`src/rtl/core/history_window_statistics_core_assert.svh`:
```
// Assertion macros for the history window statistics core.
// Used by history_window_statistics_core.sv; no other dependencies.
`ifndef HISTORY_WINDOW_STATISTICS_CORE_ASSERT_SVH
`define HISTORY_WINDOW_STATISTICS_CORE_ASSERT_SVH

// Same-cycle implication, disabled during reset.
`define HWS_ASSERT_NOW(label, clk, rst_n, ante, cons) \
    label: assert property (@(posedge clk) disable iff (!rst_n) (ante) |-> (cons)) \
        else $error("hws check failed: same-cycle rule");

// Next-cycle implication, disabled during reset.
`define HWS_ASSERT_NEXT(label, clk, rst_n, ante, cons) \
    label: assert property (@(posedge clk) disable iff (!rst_n) (ante) |=> (cons)) \
        else $error("hws check failed: next-cycle rule");

`endif

```
`src/rtl/core/hws_pkg.sv`:
```
// Shared types and constants for the history window statistics core.
// No dependencies; the files that use it refer to it by scoped names.
package hws_pkg;

    // Parameter defaults
    localparam int HISTORY_DEPTH_DEF = 8;
    localparam int SAMPLE_BITS_DEF   = 16;

    // Result field widths (fixed)
    localparam int OUT_W = 16;
    localparam int DEV_W = 15;
    localparam int CNT_W = 4;

    // Saturation limits and trend scale (Q8.8)
    localparam int DEV_MAX       = 32767;
    localparam int TREND_POS_MAX = 32767;
    localparam int TREND_NEG_MAX = 32768;
    localparam int TREND_SHIFT   = 8;

    // Sequencer states
    typedef enum logic [3:0] {
        ST_ACCUM,
        ST_MEAN_GO,
        ST_MEAN_WAIT,
        ST_SQ_GO,
        ST_SQ_WAIT,
        ST_ROOT_GO,
        ST_ROOT_WAIT,
        ST_TREND_GO,
        ST_TREND_WAIT,
        ST_DONE
    } state_t;

    // Divider operand selection
    typedef enum logic [1:0] {
        DIV_MEAN,
        DIV_SQUARE,
        DIV_TREND
    } div_op_t;

    // Status of a serial arithmetic unit
    typedef struct packed {
        logic busy;
        logic done;
    } unit_status_t;

endpackage

```
`src/rtl/core/hws_in_if.sv`:
```
// Input stream interface: valid/ready plus one history sample item.
// Depends on hws_pkg for the default sample width.
interface hws_in_if #(
    parameter int SAMPLE_BITS = hws_pkg::SAMPLE_BITS_DEF
);
    logic                          valid;
    logic                          ready;
    logic signed [SAMPLE_BITS-1:0] sample;
    logic                          has_sample;
    logic                          last;

    modport source (output valid, sample, has_sample, last, input ready);
    modport sink   (input valid, sample, has_sample, last, output ready);
endinterface

```
`src/rtl/core/hws_out_if.sv`:
```
// Result stream interface: valid/ready plus one window statistics item.
// Depends on hws_pkg for the result field widths.
interface hws_out_if;
    logic                             valid;
    logic                             ready;
    logic signed [hws_pkg::OUT_W-1:0] mean;
    logic signed [hws_pkg::OUT_W-1:0] minimum;
    logic signed [hws_pkg::OUT_W-1:0] maximum;
    logic        [hws_pkg::DEV_W-1:0] deviation;
    logic signed [hws_pkg::OUT_W-1:0] trend;
    logic        [hws_pkg::CNT_W-1:0] sample_count;

    modport source (output valid, mean, minimum, maximum, deviation, trend, sample_count,
                    input ready);
    modport sink   (input valid, mean, minimum, maximum, deviation, trend, sample_count,
                    output ready);
endinterface

```
`src/rtl/core/hws_accum.sv`:
```
// Per-window accumulator: count, sum, sum of squares, min, max, half sums.
// Standalone; widths are handed down from the top level.
module hws_accum #(
    parameter int HISTORY_DEPTH = 8,
    parameter int SAMPLE_BITS   = 16,
    parameter int COUNT_W       = 4,
    parameter int SUM_W         = 19,
    parameter int SQUARE_W      = 34,
    parameter int HALF_W        = 18
) (
    input  logic                          clk,
    input  logic                          rst_n,
    input  logic                          load,
    input  logic                          clear,
    input  logic signed [SAMPLE_BITS-1:0] sample,
    output logic        [COUNT_W-1:0]     count,
    output logic signed [SUM_W-1:0]       sum,
    output logic        [SQUARE_W-1:0]    square_sum,
    output logic signed [SAMPLE_BITS-1:0] minimum,
    output logic signed [SAMPLE_BITS-1:0] maximum,
    output logic signed [HALF_W-1:0]      older_sum,
    output logic signed [SAMPLE_BITS-1:0] middle
);

    localparam int HALF = HISTORY_DEPTH / 2;
    localparam logic [COUNT_W-1:0] DEPTH_C = COUNT_W'(HISTORY_DEPTH);
    localparam logic [COUNT_W-1:0] HALF_C  = COUNT_W'(HALF);
    localparam bit ODD_DEPTH = (HISTORY_DEPTH % 2) != 0;

    logic        [COUNT_W-1:0]     count_reg, count_next;
    logic signed [SUM_W-1:0]       sum_reg, sum_next;
    logic        [SQUARE_W-1:0]    sq_reg, sq_next;
    logic signed [SAMPLE_BITS-1:0] min_reg, min_next;
    logic signed [SAMPLE_BITS-1:0] max_reg, max_next;
    logic signed [HALF_W-1:0]      older_reg, older_next;
    logic signed [SAMPLE_BITS-1:0] middle_reg, middle_next;

    logic                          take;
    logic [SAMPLE_BITS-1:0]        mag;
    logic [2*SAMPLE_BITS-1:0]      mag_sq;

    // Next window state
    always_comb
    begin
        take        = load && (count_reg < DEPTH_C);
        mag         = sample[SAMPLE_BITS-1] ? (~sample + 1'b1) : sample;
        mag_sq      = mag * mag;
        count_next  = count_reg;
        sum_next    = sum_reg;
        sq_next     = sq_reg;
        min_next    = min_reg;
        max_next    = max_reg;
        older_next  = older_reg;
        middle_next = middle_reg;
        if (clear)
        begin
            count_next  = '0;
            sum_next    = '0;
            sq_next     = '0;
            min_next    = '0;
            max_next    = '0;
            older_next  = '0;
            middle_next = '0;
        end
        else if (take)
        begin
            if ((count_reg == '0) || (sample < min_reg))
            begin
                min_next = sample;
            end
            if ((count_reg == '0) || (sample > max_reg))
            begin
                max_next = sample;
            end
            // older half, or the middle sample of an odd window
            if (count_reg < HALF_C)
            begin
                older_next = older_reg + HALF_W'(sample);
            end
            else if (ODD_DEPTH && (count_reg == HALF_C))
            begin
                middle_next = sample;
            end
            sum_next   = sum_reg + SUM_W'(sample);
            sq_next    = sq_reg + SQUARE_W'(mag_sq);
            count_next = count_reg + COUNT_W'(1);
        end
    end

    always_ff @(posedge clk or negedge rst_n)
    begin
        if (!rst_n)
        begin
            count_reg  <= '0;
            sum_reg    <= '0;
            sq_reg     <= '0;
            min_reg    <= '0;
            max_reg    <= '0;
            older_reg  <= '0;
            middle_reg <= '0;
        end
        else
        begin
            count_reg  <= count_next;
            sum_reg    <= sum_next;
            sq_reg     <= sq_next;
            min_reg    <= min_next;
            max_reg    <= max_next;
            older_reg  <= older_next;
            middle_reg <= middle_next;
        end
    end

    assign count      = count_reg;
    assign sum        = sum_reg;
    assign square_sum = sq_reg;
    assign minimum    = min_reg;
    assign maximum    = max_reg;
    assign older_sum  = older_reg;
    assign middle     = middle_reg;

endmodule

```
`src/rtl/core/hws_serial_div.sv`:
```
// Bit-serial restoring divider, one quotient bit per cycle, unsigned.
// Depends on hws_pkg for the unit status struct.
module hws_serial_div #(
    parameter int DIVIDEND_W = 34,
    parameter int DIVISOR_W  = 19
) (
    input  logic                  clk,
    input  logic                  rst_n,
    input  logic                  start,
    input  logic [DIVIDEND_W-1:0] dividend,
    input  logic [DIVISOR_W-1:0]  divisor,
    output logic [DIVIDEND_W-1:0] quotient,
    output hws_pkg::unit_status_t status
);

    localparam int STEP_W = $clog2(DIVIDEND_W + 1);

    logic [DIVIDEND_W-1:0] quo_reg, quo_next;
    logic [DIVISOR_W-1:0]  rem_reg, rem_next;
    logic [DIVISOR_W-1:0]  dsr_reg, dsr_next;
    logic [STEP_W-1:0]     step_reg, step_next;
    logic                  busy_reg, busy_next;
    logic                  done_reg, done_next;

    logic [DIVISOR_W:0]    shifted;
    logic [DIVISOR_W+1:0]  diff;
    logic                  borrow;

    // One trial subtraction per cycle; dividend bits shift out as quotient shifts in
    always_comb
    begin
        shifted   = {rem_reg, quo_reg[DIVIDEND_W-1]};
        diff      = {1'b0, shifted} - {2'b00, dsr_reg};
        borrow    = diff[DIVISOR_W+1];
        quo_next  = quo_reg;
        rem_next  = rem_reg;
        dsr_next  = dsr_reg;
        step_next = step_reg;
        busy_next = busy_reg;
        done_next = 1'b0;
        if (start)
        begin
            quo_next  = dividend;
            rem_next  = '0;
            dsr_next  = divisor;
            step_next = STEP_W'(DIVIDEND_W);
            busy_next = 1'b1;
        end
        else if (busy_reg)
        begin
            quo_next  = {quo_reg[DIVIDEND_W-2:0], ~borrow};
            rem_next  = borrow ? shifted[DIVISOR_W-1:0] : diff[DIVISOR_W-1:0];
            step_next = step_reg - STEP_W'(1);
            if (step_reg == STEP_W'(1))
            begin
                busy_next = 1'b0;
                done_next = 1'b1;
            end
        end
    end

    always_ff @(posedge clk or negedge rst_n)
    begin
        if (!rst_n)
        begin
            step_reg <= '0;
            busy_reg <= 1'b0;
            done_reg <= 1'b0;
        end
        else
        begin
            step_reg <= step_next;
            busy_reg <= busy_next;
            done_reg <= done_next;
        end
    end

    always_ff @(posedge clk)
    begin
        quo_reg <= quo_next;
        rem_reg <= rem_next;
        dsr_reg <= dsr_next;
    end

    assign quotient    = quo_reg;
    assign status.busy = busy_reg;
    assign status.done = done_reg;

endmodule

```
`src/rtl/core/hws_serial_sqrt.sv`:
```
// Digit-by-digit integer square root, one root bit (two radicand bits) per cycle.
// Depends on hws_pkg for the unit status struct. RADICAND_W must be even.
module hws_serial_sqrt #(
    parameter int RADICAND_W = 34
) (
    input  logic                      clk,
    input  logic                      rst_n,
    input  logic                      start,
    input  logic [RADICAND_W-1:0]     radicand,
    output logic [RADICAND_W/2-1:0]   root,
    output hws_pkg::unit_status_t     status
);

    localparam int ROOT_W = RADICAND_W / 2;
    localparam int STEP_W = $clog2(ROOT_W + 1);

    logic [RADICAND_W-1:0] rad_reg, rad_next;
    logic [ROOT_W+1:0]     rem_reg, rem_next;
    logic [ROOT_W-1:0]     root_reg, root_next;
    logic [STEP_W-1:0]     step_reg, step_next;
    logic                  busy_reg, busy_next;
    logic                  done_reg, done_next;

    logic [ROOT_W+3:0]     shifted;
    logic [ROOT_W+1:0]     trial;
    logic [ROOT_W+4:0]     diff;
    logic                  borrow;

    // Bring down two radicand bits, try (4 * root + 1)
    always_comb
    begin
        shifted   = {rem_reg, rad_reg[RADICAND_W-1 -: 2]};
        trial     = {root_reg, 2'b01};
        diff      = {1'b0, shifted} - {3'b000, trial};
        borrow    = diff[ROOT_W+4];
        rad_next  = rad_reg;
        rem_next  = rem_reg;
        root_next = root_reg;
        step_next = step_reg;
        busy_next = busy_reg;
        done_next = 1'b0;
        if (start)
        begin
            rad_next  = radicand;
            rem_next  = '0;
            root_next = '0;
            step_next = STEP_W'(ROOT_W);
            busy_next = 1'b1;
        end
        else if (busy_reg)
        begin
            rad_next  = {rad_reg[RADICAND_W-3:0], 2'b00};
            rem_next  = borrow ? shifted[ROOT_W+1:0] : diff[ROOT_W+1:0];
            root_next = {root_reg[ROOT_W-2:0], ~borrow};
            step_next = step_reg - STEP_W'(1);
            if (step_reg == STEP_W'(1))
            begin
                busy_next = 1'b0;
                done_next = 1'b1;
            end
        end
    end

    always_ff @(posedge clk or negedge rst_n)
    begin
        if (!rst_n)
        begin
            step_reg <= '0;
            busy_reg <= 1'b0;
            done_reg <= 1'b0;
        end
        else
        begin
            step_reg <= step_next;
            busy_reg <= busy_next;
            done_reg <= done_next;
        end
    end

    always_ff @(posedge clk)
    begin
        rad_reg  <= rad_next;
        rem_reg  <= rem_next;
        root_reg <= root_next;
    end

    assign root        = root_reg;
    assign status.busy = busy_reg;
    assign status.done = done_reg;

endmodule

```
`src/rtl/core/history_window_statistics_core.sv`:
```
// Top level: window statistics over up to HISTORY_DEPTH signed Q8.8 samples.
// Depends on hws_pkg, hws_in_if, hws_out_if, hws_accum, hws_serial_div,
// hws_serial_sqrt and history_window_statistics_core_assert.svh.
//
//   Channel   Direction  Carries
//   samples   in         sample, has_sample, last
//   results   out        mean, minimum, maximum, deviation, trend, sample_count
//
// A sample item enters the accumulator in its transfer cycle. A closing item (last
// set) runs the mean divide, the E[x^2] divide, the root and the trend divide in
// that order before its result is valid; DIV_W = 34 at the defaults. The shared
// bit-serial divider (mean, E[x^2], trend) and the bit-serial root do this work.
// A window that is not full or has a zero mean skips the trend divide. A window
// with fewer than two samples stops after the mean.
// Reset empties the window and the output register; there is no clearing pass.
// Samples are taken while a result waits; after a closing item, samples.ready
// stays low until the new result is in the output register.
`include "history_window_statistics_core_assert.svh"

module history_window_statistics_core #(
    parameter int HISTORY_DEPTH = hws_pkg::HISTORY_DEPTH_DEF,
    parameter int SAMPLE_BITS   = hws_pkg::SAMPLE_BITS_DEF
) (
    input  logic      clk,
    input  logic      rst_n,
    hws_in_if.sink    samples,
    hws_out_if.source results
);

    // Derived widths
    localparam int OUT_W     = hws_pkg::OUT_W;
    localparam int DEV_W     = hws_pkg::DEV_W;
    localparam int CNT_W     = hws_pkg::CNT_W;
    localparam int HALF      = HISTORY_DEPTH / 2;
    localparam int LOG_D     = $clog2(HISTORY_DEPTH);
    localparam int COUNT_W   = $clog2(HISTORY_DEPTH + 1);
    localparam int SUM_W     = SAMPLE_BITS + LOG_D;
    localparam int SQUARE_W  = 2 * SAMPLE_BITS - 1 + LOG_D;
    localparam int HALF_W    = SAMPLE_BITS + $clog2(HALF);
    localparam int DIFF_W    = SUM_W + 2;
    localparam int NUM_W     = DIFF_W + hws_pkg::TREND_SHIFT;
    localparam int DEN_W     = SAMPLE_BITS + $clog2(HALF + 1);
    localparam int DIV_W     = (SQUARE_W > NUM_W) ? SQUARE_W : NUM_W;
    localparam int ROOT_IN_W = SQUARE_W + (SQUARE_W % 2);
    localparam int ROOT_W    = ROOT_IN_W / 2;
    localparam int DEV_CMP_W = ROOT_W + DEV_W;
    localparam logic [COUNT_W-1:0] DEPTH_C = COUNT_W'(HISTORY_DEPTH);
    localparam logic [COUNT_W-1:0] TWO_C   = COUNT_W'(2);

    // Sequencer
    hws_pkg::state_t  state_reg, state_next;
    hws_pkg::div_op_t div_op;
    logic             in_fire;
    logic             div_start;
    logic             sqrt_start;
    logic             out_load;
    logic             out_free;
    logic             trend_en;

    // Accumulator
    logic        [COUNT_W-1:0]     acc_count;
    logic signed [SUM_W-1:0]       acc_sum;
    logic        [SQUARE_W-1:0]    acc_square;
    logic signed [SAMPLE_BITS-1:0] acc_min;
    logic signed [SAMPLE_BITS-1:0] acc_max;
    logic signed [HALF_W-1:0]      acc_older;
    logic signed [SAMPLE_BITS-1:0] acc_middle;

    // Serial units
    logic [DIV_W-1:0]      div_dividend;
    logic [DEN_W-1:0]      div_divisor;
    logic [DIV_W-1:0]      div_quotient;
    hws_pkg::unit_status_t div_status;
    logic [ROOT_W-1:0]     sqrt_root;
    hws_pkg::unit_status_t sqrt_status;

    // Closing datapath
    logic signed [SAMPLE_BITS-1:0] mean_reg;
    logic [2*SAMPLE_BITS-1:0]      mean_sq_reg;
    logic [SQUARE_W-1:0]           var_reg;
    logic [DEV_W-1:0]              dev_reg;
    logic signed [OUT_W-1:0]       trend_reg;

    logic                          sum_neg;
    logic [SUM_W-1:0]              sum_mag;
    logic [SAMPLE_BITS-1:0]        mean_mag;
    logic signed [DIFF_W-1:0]      diff;
    logic [DIFF_W-1:0]             diff_mag;
    logic [NUM_W-1:0]              num_mag;
    logic [DEN_W-1:0]              den_mag;
    logic                          trend_neg;
    logic [SAMPLE_BITS-1:0]        q_mean;
    logic signed [SAMPLE_BITS-1:0] mean_new;
    logic [SQUARE_W-1:0]           e2;
    logic [SQUARE_W-1:0]           msq_ext;
    logic [SQUARE_W-1:0]           var_new;
    logic [DEV_CMP_W-1:0]          root_ext;
    logic [DEV_W-1:0]              dev_new;
    logic signed [OUT_W-1:0]       trend_new;

    // Output register
    logic                    out_valid_reg, out_valid_next;
    logic signed [OUT_W-1:0] out_mean_reg;
    logic signed [OUT_W-1:0] out_min_reg;
    logic signed [OUT_W-1:0] out_max_reg;
    logic [DEV_W-1:0]        out_dev_reg;
    logic signed [OUT_W-1:0] out_trend_reg;
    logic [CNT_W-1:0]        out_count_reg;

    assign in_fire  = samples.valid && samples.ready;
    assign out_free = !out_valid_reg || results.ready;

    hws_accum #(
        .HISTORY_DEPTH (HISTORY_DEPTH),
        .SAMPLE_BITS   (SAMPLE_BITS),
        .COUNT_W       (COUNT_W),
        .SUM_W         (SUM_W),
        .SQUARE_W      (SQUARE_W),
        .HALF_W        (HALF_W)
    ) u_accum (
        .clk        (clk),
        .rst_n      (rst_n),
        .load       (in_fire && samples.has_sample),
        .clear      (out_load),
        .sample     (samples.sample),
        .count      (acc_count),
        .sum        (acc_sum),
        .square_sum (acc_square),
        .minimum    (acc_min),
        .maximum    (acc_max),
        .older_sum  (acc_older),
        .middle     (acc_middle)
    );

    hws_serial_div #(
        .DIVIDEND_W (DIV_W),
        .DIVISOR_W  (DEN_W)
    ) u_div (
        .clk      (clk),
        .rst_n    (rst_n),
        .start    (div_start),
        .dividend (div_dividend),
        .divisor  (div_divisor),
        .quotient (div_quotient),
        .status   (div_status)
    );

    hws_serial_sqrt #(
        .RADICAND_W (ROOT_IN_W)
    ) u_sqrt (
        .clk      (clk),
        .rst_n    (rst_n),
        .start    (sqrt_start),
        .radicand (ROOT_IN_W'(var_reg)),
        .root     (sqrt_root),
        .status   (sqrt_status)
    );

    // Operand magnitudes and signs
    always_comb
    begin
        sum_neg   = acc_sum[SUM_W-1];
        sum_mag   = sum_neg ? (~acc_sum + 1'b1) : acc_sum;
        mean_mag  = mean_reg[SAMPLE_BITS-1] ? (~mean_reg + 1'b1) : mean_reg;
        diff      = DIFF_W'(acc_sum) - DIFF_W'(acc_older) - DIFF_W'(acc_older)
                    - DIFF_W'(acc_middle);
        diff_mag  = diff[DIFF_W-1] ? (~diff + 1'b1) : diff;
        num_mag   = NUM_W'(diff_mag) << hws_pkg::TREND_SHIFT;
        den_mag   = DEN_W'(mean_mag) * DEN_W'(HALF);
        trend_neg = diff[DIFF_W-1] ^ mean_reg[SAMPLE_BITS-1];
        trend_en  = (acc_count == DEPTH_C) && (mean_reg != '0);
    end

    // Divider operand select
    always_comb
    begin
        unique case (div_op)
            hws_pkg::DIV_MEAN:
            begin
                div_dividend = DIV_W'(sum_mag);
                div_divisor  = DEN_W'(acc_count);
            end
            hws_pkg::DIV_SQUARE:
            begin
                div_dividend = DIV_W'(acc_square);
                div_divisor  = DEN_W'(acc_count);
            end
            hws_pkg::DIV_TREND:
            begin
                div_dividend = DIV_W'(num_mag);
                div_divisor  = den_mag;
            end
            default:
            begin
                div_dividend = '0;
                div_divisor  = '0;
            end
        endcase
    end

    // Result formatting: sign restore, variance clamp, saturation
    always_comb
    begin
        q_mean   = div_quotient[SAMPLE_BITS-1:0];
        mean_new = sum_neg ? (~q_mean + 1'b1) : q_mean;
        e2       = div_quotient[SQUARE_W-1:0];
        msq_ext  = SQUARE_W'(mean_sq_reg);
        var_new  = (e2 > msq_ext) ? (e2 - msq_ext) : '0;
        root_ext = DEV_CMP_W'(sqrt_root);
        dev_new  = (root_ext > DEV_CMP_W'(hws_pkg::DEV_MAX)) ? DEV_W'(hws_pkg::DEV_MAX)
                                                             : root_ext[DEV_W-1:0];
        if (!trend_neg)
        begin
            trend_new = (div_quotient > DIV_W'(hws_pkg::TREND_POS_MAX))
                        ? OUT_W'(hws_pkg::TREND_POS_MAX) : div_quotient[OUT_W-1:0];
        end
        else
        begin
            trend_new = (div_quotient > DIV_W'(hws_pkg::TREND_NEG_MAX))
                        ? OUT_W'(-hws_pkg::TREND_NEG_MAX)
                        : (~div_quotient[OUT_W-1:0] + 1'b1);
        end
    end

    // Next state
    always_comb
    begin
        state_next = state_reg;
        unique case (state_reg)
            hws_pkg::ST_ACCUM:
            begin
                if (in_fire && samples.last)
                begin
                    state_next = hws_pkg::ST_MEAN_GO;
                end
            end
            hws_pkg::ST_MEAN_GO:
            begin
                state_next = (acc_count == '0) ? hws_pkg::ST_DONE : hws_pkg::ST_MEAN_WAIT;
            end
            hws_pkg::ST_MEAN_WAIT:
            begin
                if (div_status.done)
                begin
                    state_next = (acc_count < TWO_C) ? hws_pkg::ST_DONE : hws_pkg::ST_SQ_GO;
                end
            end
            hws_pkg::ST_SQ_GO:
            begin
                state_next = hws_pkg::ST_SQ_WAIT;
            end
            hws_pkg::ST_SQ_WAIT:
            begin
                if (div_status.done)
                begin
                    state_next = hws_pkg::ST_ROOT_GO;
                end
            end
            hws_pkg::ST_ROOT_GO:
            begin
                state_next = hws_pkg::ST_ROOT_WAIT;
            end
            hws_pkg::ST_ROOT_WAIT:
            begin
                if (sqrt_status.done)
                begin
                    state_next = hws_pkg::ST_TREND_GO;
                end
            end
            hws_pkg::ST_TREND_GO:
            begin
                state_next = trend_en ? hws_pkg::ST_TREND_WAIT : hws_pkg::ST_DONE;
            end
            hws_pkg::ST_TREND_WAIT:
            begin
                if (div_status.done)
                begin
                    state_next = hws_pkg::ST_DONE;
                end
            end
            hws_pkg::ST_DONE:
            begin
                if (out_free)
                begin
                    state_next = hws_pkg::ST_ACCUM;
                end
            end
            default:
            begin
                state_next = hws_pkg::ST_ACCUM;
            end
        endcase
    end

    // Sequencer outputs
    always_comb
    begin
        samples.ready = 1'b0;
        div_start     = 1'b0;
        div_op        = hws_pkg::DIV_MEAN;
        sqrt_start    = 1'b0;
        out_load      = 1'b0;
        unique case (state_reg)
            hws_pkg::ST_ACCUM:
            begin
                samples.ready = 1'b1;
            end
            hws_pkg::ST_MEAN_GO:
            begin
                div_start = (acc_count != '0);
                div_op    = hws_pkg::DIV_MEAN;
            end
            hws_pkg::ST_SQ_GO:
            begin
                div_start = 1'b1;
                div_op    = hws_pkg::DIV_SQUARE;
            end
            hws_pkg::ST_ROOT_GO:
            begin
                sqrt_start = 1'b1;
            end
            hws_pkg::ST_TREND_GO:
            begin
                div_start = trend_en;
                div_op    = hws_pkg::DIV_TREND;
            end
            hws_pkg::ST_DONE:
            begin
                out_load = out_free;
            end
            default:
            begin
                samples.ready = 1'b0;
            end
        endcase
    end

    always_ff @(posedge clk or negedge rst_n)
    begin
        if (!rst_n)
        begin
            state_reg <= hws_pkg::ST_ACCUM;
        end
        else
        begin
            state_reg <= state_next;
        end
    end

    // Closing registers; mean, deviation and trend are cleared as each close starts
    always_ff @(posedge clk)
    begin
        mean_sq_reg <= mean_mag * mean_mag;
        if (state_reg == hws_pkg::ST_MEAN_GO)
        begin
            mean_reg  <= '0;
            dev_reg   <= '0;
            trend_reg <= '0;
        end
        if ((state_reg == hws_pkg::ST_MEAN_WAIT) && div_status.done)
        begin
            mean_reg <= mean_new;
        end
        if ((state_reg == hws_pkg::ST_SQ_WAIT) && div_status.done)
        begin
            var_reg <= var_new;
        end
        if ((state_reg == hws_pkg::ST_ROOT_WAIT) && sqrt_status.done)
        begin
            dev_reg <= dev_new;
        end
        if ((state_reg == hws_pkg::ST_TREND_WAIT) && div_status.done)
        begin
            trend_reg <= trend_new;
        end
    end

    // Output register
    always_comb
    begin
        out_valid_next = out_valid_reg;
        if (out_load)
        begin
            out_valid_next = 1'b1;
        end
        else if (results.ready)
        begin
            out_valid_next = 1'b0;
        end
    end

    always_ff @(posedge clk or negedge rst_n)
    begin
        if (!rst_n)
        begin
            out_valid_reg <= 1'b0;
        end
        else
        begin
            out_valid_reg <= out_valid_next;
        end
    end

    always_ff @(posedge clk)
    begin
        if (out_load)
        begin
            out_mean_reg  <= OUT_W'(mean_reg);
            out_min_reg   <= OUT_W'(acc_min);
            out_max_reg   <= OUT_W'(acc_max);
            out_dev_reg   <= dev_reg;
            out_trend_reg <= trend_reg;
            out_count_reg <= CNT_W'(acc_count);
        end
    end

    assign results.valid        = out_valid_reg;
    assign results.mean         = out_mean_reg;
    assign results.minimum      = out_min_reg;
    assign results.maximum      = out_max_reg;
    assign results.deviation    = out_dev_reg;
    assign results.trend        = out_trend_reg;
    assign results.sample_count = out_count_reg;

    // Checks
    `HWS_ASSERT_NOW(a_div_start_idle, clk, rst_n, div_start, !div_status.busy)
    `HWS_ASSERT_NOW(a_units_idle_accum, clk, rst_n, state_reg == hws_pkg::ST_ACCUM, !div_status.busy && !sqrt_status.busy)
    `HWS_ASSERT_NEXT(a_window_cleared, clk, rst_n, out_load, acc_count == '0)
    `HWS_ASSERT_NEXT(a_close_stalls_input, clk, rst_n, in_fire && samples.last, !samples.ready)

endmodule
```
`src/flat_wrapper.sv`:
```
// flat-port wrapper written by rule: the top's interface ports become plain ports
module history_window_statistics_core_flat 
#(
    parameter int HISTORY_DEPTH = hws_pkg::HISTORY_DEPTH_DEF,
    parameter int SAMPLE_BITS   = hws_pkg::SAMPLE_BITS_DEF
)
  (clk, rst_n, samples_valid, samples_sample, samples_has_sample, samples_last, samples_ready, results_valid, results_mean, results_minimum, results_maximum, results_deviation, results_trend, results_sample_count, results_ready);
  hws_in_if #(.SAMPLE_BITS(SAMPLE_BITS)) samples_i ();
  hws_out_if results_i ();
  input  logic clk;
  input  logic rst_n;
  input wire logic [$bits(samples_i.valid)-1:0] samples_valid;
  input wire logic [$bits(samples_i.sample)-1:0] samples_sample;
  input wire logic [$bits(samples_i.has_sample)-1:0] samples_has_sample;
  input wire logic [$bits(samples_i.last)-1:0] samples_last;
  output wire logic [$bits(samples_i.ready)-1:0] samples_ready;
  output wire logic [$bits(results_i.valid)-1:0] results_valid;
  output wire logic [$bits(results_i.mean)-1:0] results_mean;
  output wire logic [$bits(results_i.minimum)-1:0] results_minimum;
  output wire logic [$bits(results_i.maximum)-1:0] results_maximum;
  output wire logic [$bits(results_i.deviation)-1:0] results_deviation;
  output wire logic [$bits(results_i.trend)-1:0] results_trend;
  output wire logic [$bits(results_i.sample_count)-1:0] results_sample_count;
  input wire logic [$bits(results_i.ready)-1:0] results_ready;
  assign samples_i.valid = samples_valid;
  assign samples_i.sample = samples_sample;
  assign samples_i.has_sample = samples_has_sample;
  assign samples_i.last = samples_last;
  assign samples_ready = samples_i.ready;
  assign results_valid = results_i.valid;
  assign results_mean = results_i.mean;
  assign results_minimum = results_i.minimum;
  assign results_maximum = results_i.maximum;
  assign results_deviation = results_i.deviation;
  assign results_trend = results_i.trend;
  assign results_sample_count = results_i.sample_count;
  assign results_i.ready = results_ready;
  history_window_statistics_core #(.HISTORY_DEPTH(HISTORY_DEPTH), .SAMPLE_BITS(SAMPLE_BITS)) u_core (.clk(clk), .rst_n(rst_n), .samples(samples_i), .results(results_i));
endmodule
```
`config.mk`:
```
export PLATFORM = sky130hd
export DESIGN_NAME = history_window_statistics_core_flat
export DESIGN_NICKNAME = d
export VERILOG_FILES = /design/src/rtl/core/hws_pkg.sv /design/src/rtl/core/hws_in_if.sv /design/src/rtl/core/hws_out_if.sv /design/src/rtl/core/hws_accum.sv /design/src/rtl/core/hws_serial_div.sv /design/src/rtl/core/hws_serial_sqrt.sv /design/src/rtl/core/history_window_statistics_core.sv /design/src/flat_wrapper.sv
export VERILOG_INCLUDE_DIRS = /design/src /design/src/rtl/core
export SDC_FILE = /design/constraint.sdc
export NUM_CORES = 2
export LEC_CHECK = 0
export BUFFER_PORTS_ARGS = -buffer_cell sky130_fd_sc_hd__buf_2
export CAP_MARGIN = 10
export CORE_MARGIN = 8
export CORE_UTILIZATION = 60
export DETAILED_ROUTE_END_ITERATION = 8
export GPL_ROUTABILITY_DRIVEN = 0
export GPL_TIMING_DRIVEN = 0
export HOLD_SLACK_MARGIN = 0.06
export PLACE_DENSITY_LB_ADDON = 0.25
export SLEW_MARGIN = 20
export SYNTH_ARGS = -nofsm -noshare
export SYNTH_HDL_FRONTEND = slang
export SYNTH_SLANG_ARGS = --single-unit
```
`constraint.sdc`:
```
create_clock -name clk -period 17.2 [get_ports clk]
set_input_delay 0.86 -clock clk [delete_from_list [all_inputs] [get_ports clk]]
set_output_delay 0.86 -clock clk [all_outputs]
set_load 0.02 [all_outputs]
```
==> impl_metrics.yaml <==
logic_synthesis:
  ys.warnings.count: 0
  synthesis.area_sq_um: 41400
  ys_seq_elements: 463
  synth_edf_count: 250
  synth_cell_type_count: 89
  synth_cells: 4458
  synthTopCellsByArea: "edfxtp_1 (18%), fa_1 (18%), ha_1 (11%)"
  synthArstFlopShare_pct: 27.4
  ys.flop_type: "edfxtp_1"
  ys_seq_area_share_pct: 30.0
  synth_top_area_cell: "edfxtp_1"
  syn_area_per_cell_sq_um: 9.28
  synth_top_area_share_pct: 18.1
setup_path:
  path_class: "primary input to flop"
  cp-start-kind: "primary input"
  crit_top_cell: "inv_1"
  cp.required_ns: 17.69
  cp_top_family: "adder cells"
  max_stage_delay_ns: 0.65
  slowest_stage: "xor2_2"
  crit_path_max_fanout: 11
  arrival_ns: 10.74
  end_kind: "flop"
  path_buf_inv: 11
sta:
  finalClockSkew_ns: 0.0219
  fmax_mhz: 97.6
  worst_slew_pin_slew_ns: 1.19
  setup_tns_ns: 0
  fin_crit_sh_pct: 59.6
  finalHoldViolCount: 0
  finalSetupViolations: 0
  max_slew_margin_pct: 20.5
  rsz0062_at_grt: "false"
  fin_crit_ns: 10.25
  timing.final.ws_setup_ns: 6.95
  drv_slew: 0
floorplanning:
  die_h_microns: 279
  die-area_sq_um: 77600
  core-area_sq_um: 68500
  die_w_microns: 279
  ios: 107
  rows: 96
  initial_core_util_pct: 60.4
power:
  p_switching_w: 0.00257
  p_int_w: 0.00315
  p_leak_nw: 20.3
  power_density_nw_per_um2: 127
  comb_power_share_pct: 60.8
  pwr-share-clk_pct: 18.9
  pwr-share-seq_pct: 20.3
  ir_drop_uv: 292
  p_sw_share_pct: 44.9
final_layout:
  fin_nets: 5397
  layout-drive-gt1-share_pct: 5.68
  diodes: 0
  layout_common_cells: "inv_1 (747), nand2_1 (440), ha_1 (367)"
  final_common_cell: "inv_1"
  syn2layout_area_growth_pct: 8.53
grt:
  grt_pass1_wl_microns: 172000
  grt_max_degree: 86
  track_usage_pct: 27.7
  grt_pass1_vias: 32700
  overflow: 0
  grt_antenna_before_repair: 0
clock_tree:
  cts_tree: "built"
  cts-root-buf: "clkbuf_16"
  path_clk_slew_ns: 0.06
  clock_path_buffers: 3
  cts_resized: 0
  clk_latency_ns: 0.61
  numCtsBuffers: 50
  postCtsSetupRepairBufs: 0
  cts_sinks: 463
  cts_hold_buf: 0
  htree_levels: 2
drt:
  drc: 0
  detail-route-antenna-nets: 0
  post_drt_wl_per_cell_microns: 19.5
  firstDrtPassIters: 9
  avgViaCountPerCell: 5.83
  drt_wl_total_microns: 109000
  drt_iter0_markers: 2637
  vias: 32400
placed_design:
  place_hpwl_microns: 85200
  port_buffers: 106
  pre_cts_ws_ns: 6.60
run:
  drv_cap: 0
min_path:
  hold_class: "primary input to asynchronous set/reset pin"
status:
  status: "complete, no violations"
## per-layer routing
| layer | global-route usage, % | part of all wire, % | vias up |
|---|---|---|---|
| met4 | 10.7 | 4.4 | 0 |
| met2 | 46.3 | 47 | 1215 |
| met1 | 36.5 | 41 | 15700 |
| li1 | - | - | 15200 |
| met5 | 0 | 0 | - |
| met3 | 4.16 | 7.4 | 282 |
## cell type report
type,count,area (sq um)
multi-input combinational,3102,25700
fill,5587,23600
sequential,463,12400
inverter,765,2870
clock buffer,64,1350
tap,882,1100
timing repair buffer,113,654
buffer,149,593
clock inverter,30,272
## path summary, 6_finish.rpt
kind	start	end	slack, ns	cells past startpoint
max reg2reg	u_core.mean_reg[0]	u_core.mean_sq_reg[31]	7.45	28
min reg2reg	u_core.dev_reg[3]	u_core.results.deviation[3]	0.41	0
max	samples_sample[0]	u_core.u_accum.square_sum[33]	6.95	32
min	rst_n	u_core.u_div.step_reg[1]	0.15	1
min in group clk	u_core.dev_reg[3]	u_core.results.deviation[3]	0.41	0
max in group asynchronous	rst_n	u_core.u_sqrt.busy_reg	16.25	2
## stage by stage
stage               instance area (sq um)  util (%)  instances  total power [W]  hold WS, ns
finish                              44900      65.6       5568          0.00572        0.146
global route                        44900      65.6       5568          0.00625        0.165
CTS                                 44900      65.6       5568          0.00572        0.136
detailed placement                  43300      63.2       5474          0.00462        0.405
global placement                    43100      62.9       5467          0.00455        0.404
floorplan                           41500         -       4479          0.00387        0.400
## power groups by stage
| stage | Sequential [W] | Combinational, W | Clock, W |
|---|---|---|---|
| floorplan | 0.00119 | 0.00268 | 0 |
| global placement | 0.00119 | 0.00336 | 0 |
| detailed placement | 0.00119 | 0.00344 | 0 |
| CTS | 0.00116 | 0.00347 | 0.00110 |
| global route | 0.00116 | 0.00395 | 0.00113 |
| finish | 0.00116 | 0.00348 | 0.00108 |
## synthesized netlist by cell type (18+ instances only)
master    count
nor2b_1      38
nand2_1     441
a211oi_1     25
a31oi_1      23
dfxtp_1      86
a21o_1       60
xor2_1       99
mux2i_1      73
nand4_1      20
mux2_2       18
ha_1        367
o21ai_1      30
o21a_1       38
xnor2_1     137
edfxtp_1    250
inv_1       748
o31ai_1      27
and3_1       26
clkbuf_1    133
nand2b_1     44
o21ai_0     187
nor2_1      365
or3_1        26
dfrtp_1     127
nand3_1     109
a21oi_1     180
fa_1        364
nor3_1       78
and2_1       39
## worst register-to-register path, delay by kind of cell, from the launching register on
family / cells / cell delay (ns)
buffers and inverters: 6 / 1.57
xor gates and xnor gates: 2 / 1.04
and+or+nand+nor: 5 / 0.93
AOI/OAI and AO/OA: 7 / 1.81
DFF: 1 / 0.66
adders and majority gates: 8 / 3.68
## logic make-up (layout without fill, tap and decap cells)
group	count (synthesis)	after routing	synth area share [%]
AO/OA/AOI/OAI	759	759	11.8
XOR/XNOR	236	236	5.00
adder cells (fa/ha/maj)	731	731	28.7
buffers and inverters	914	1121	8.36
flip-flops	463	463	30.0
multiplexers	92	92	2.28
other	2	23	0.0181
AND/OR/NAND/NOR	1261	1261	13.9
Note: power is estimated with default switching activity, not from simulation.
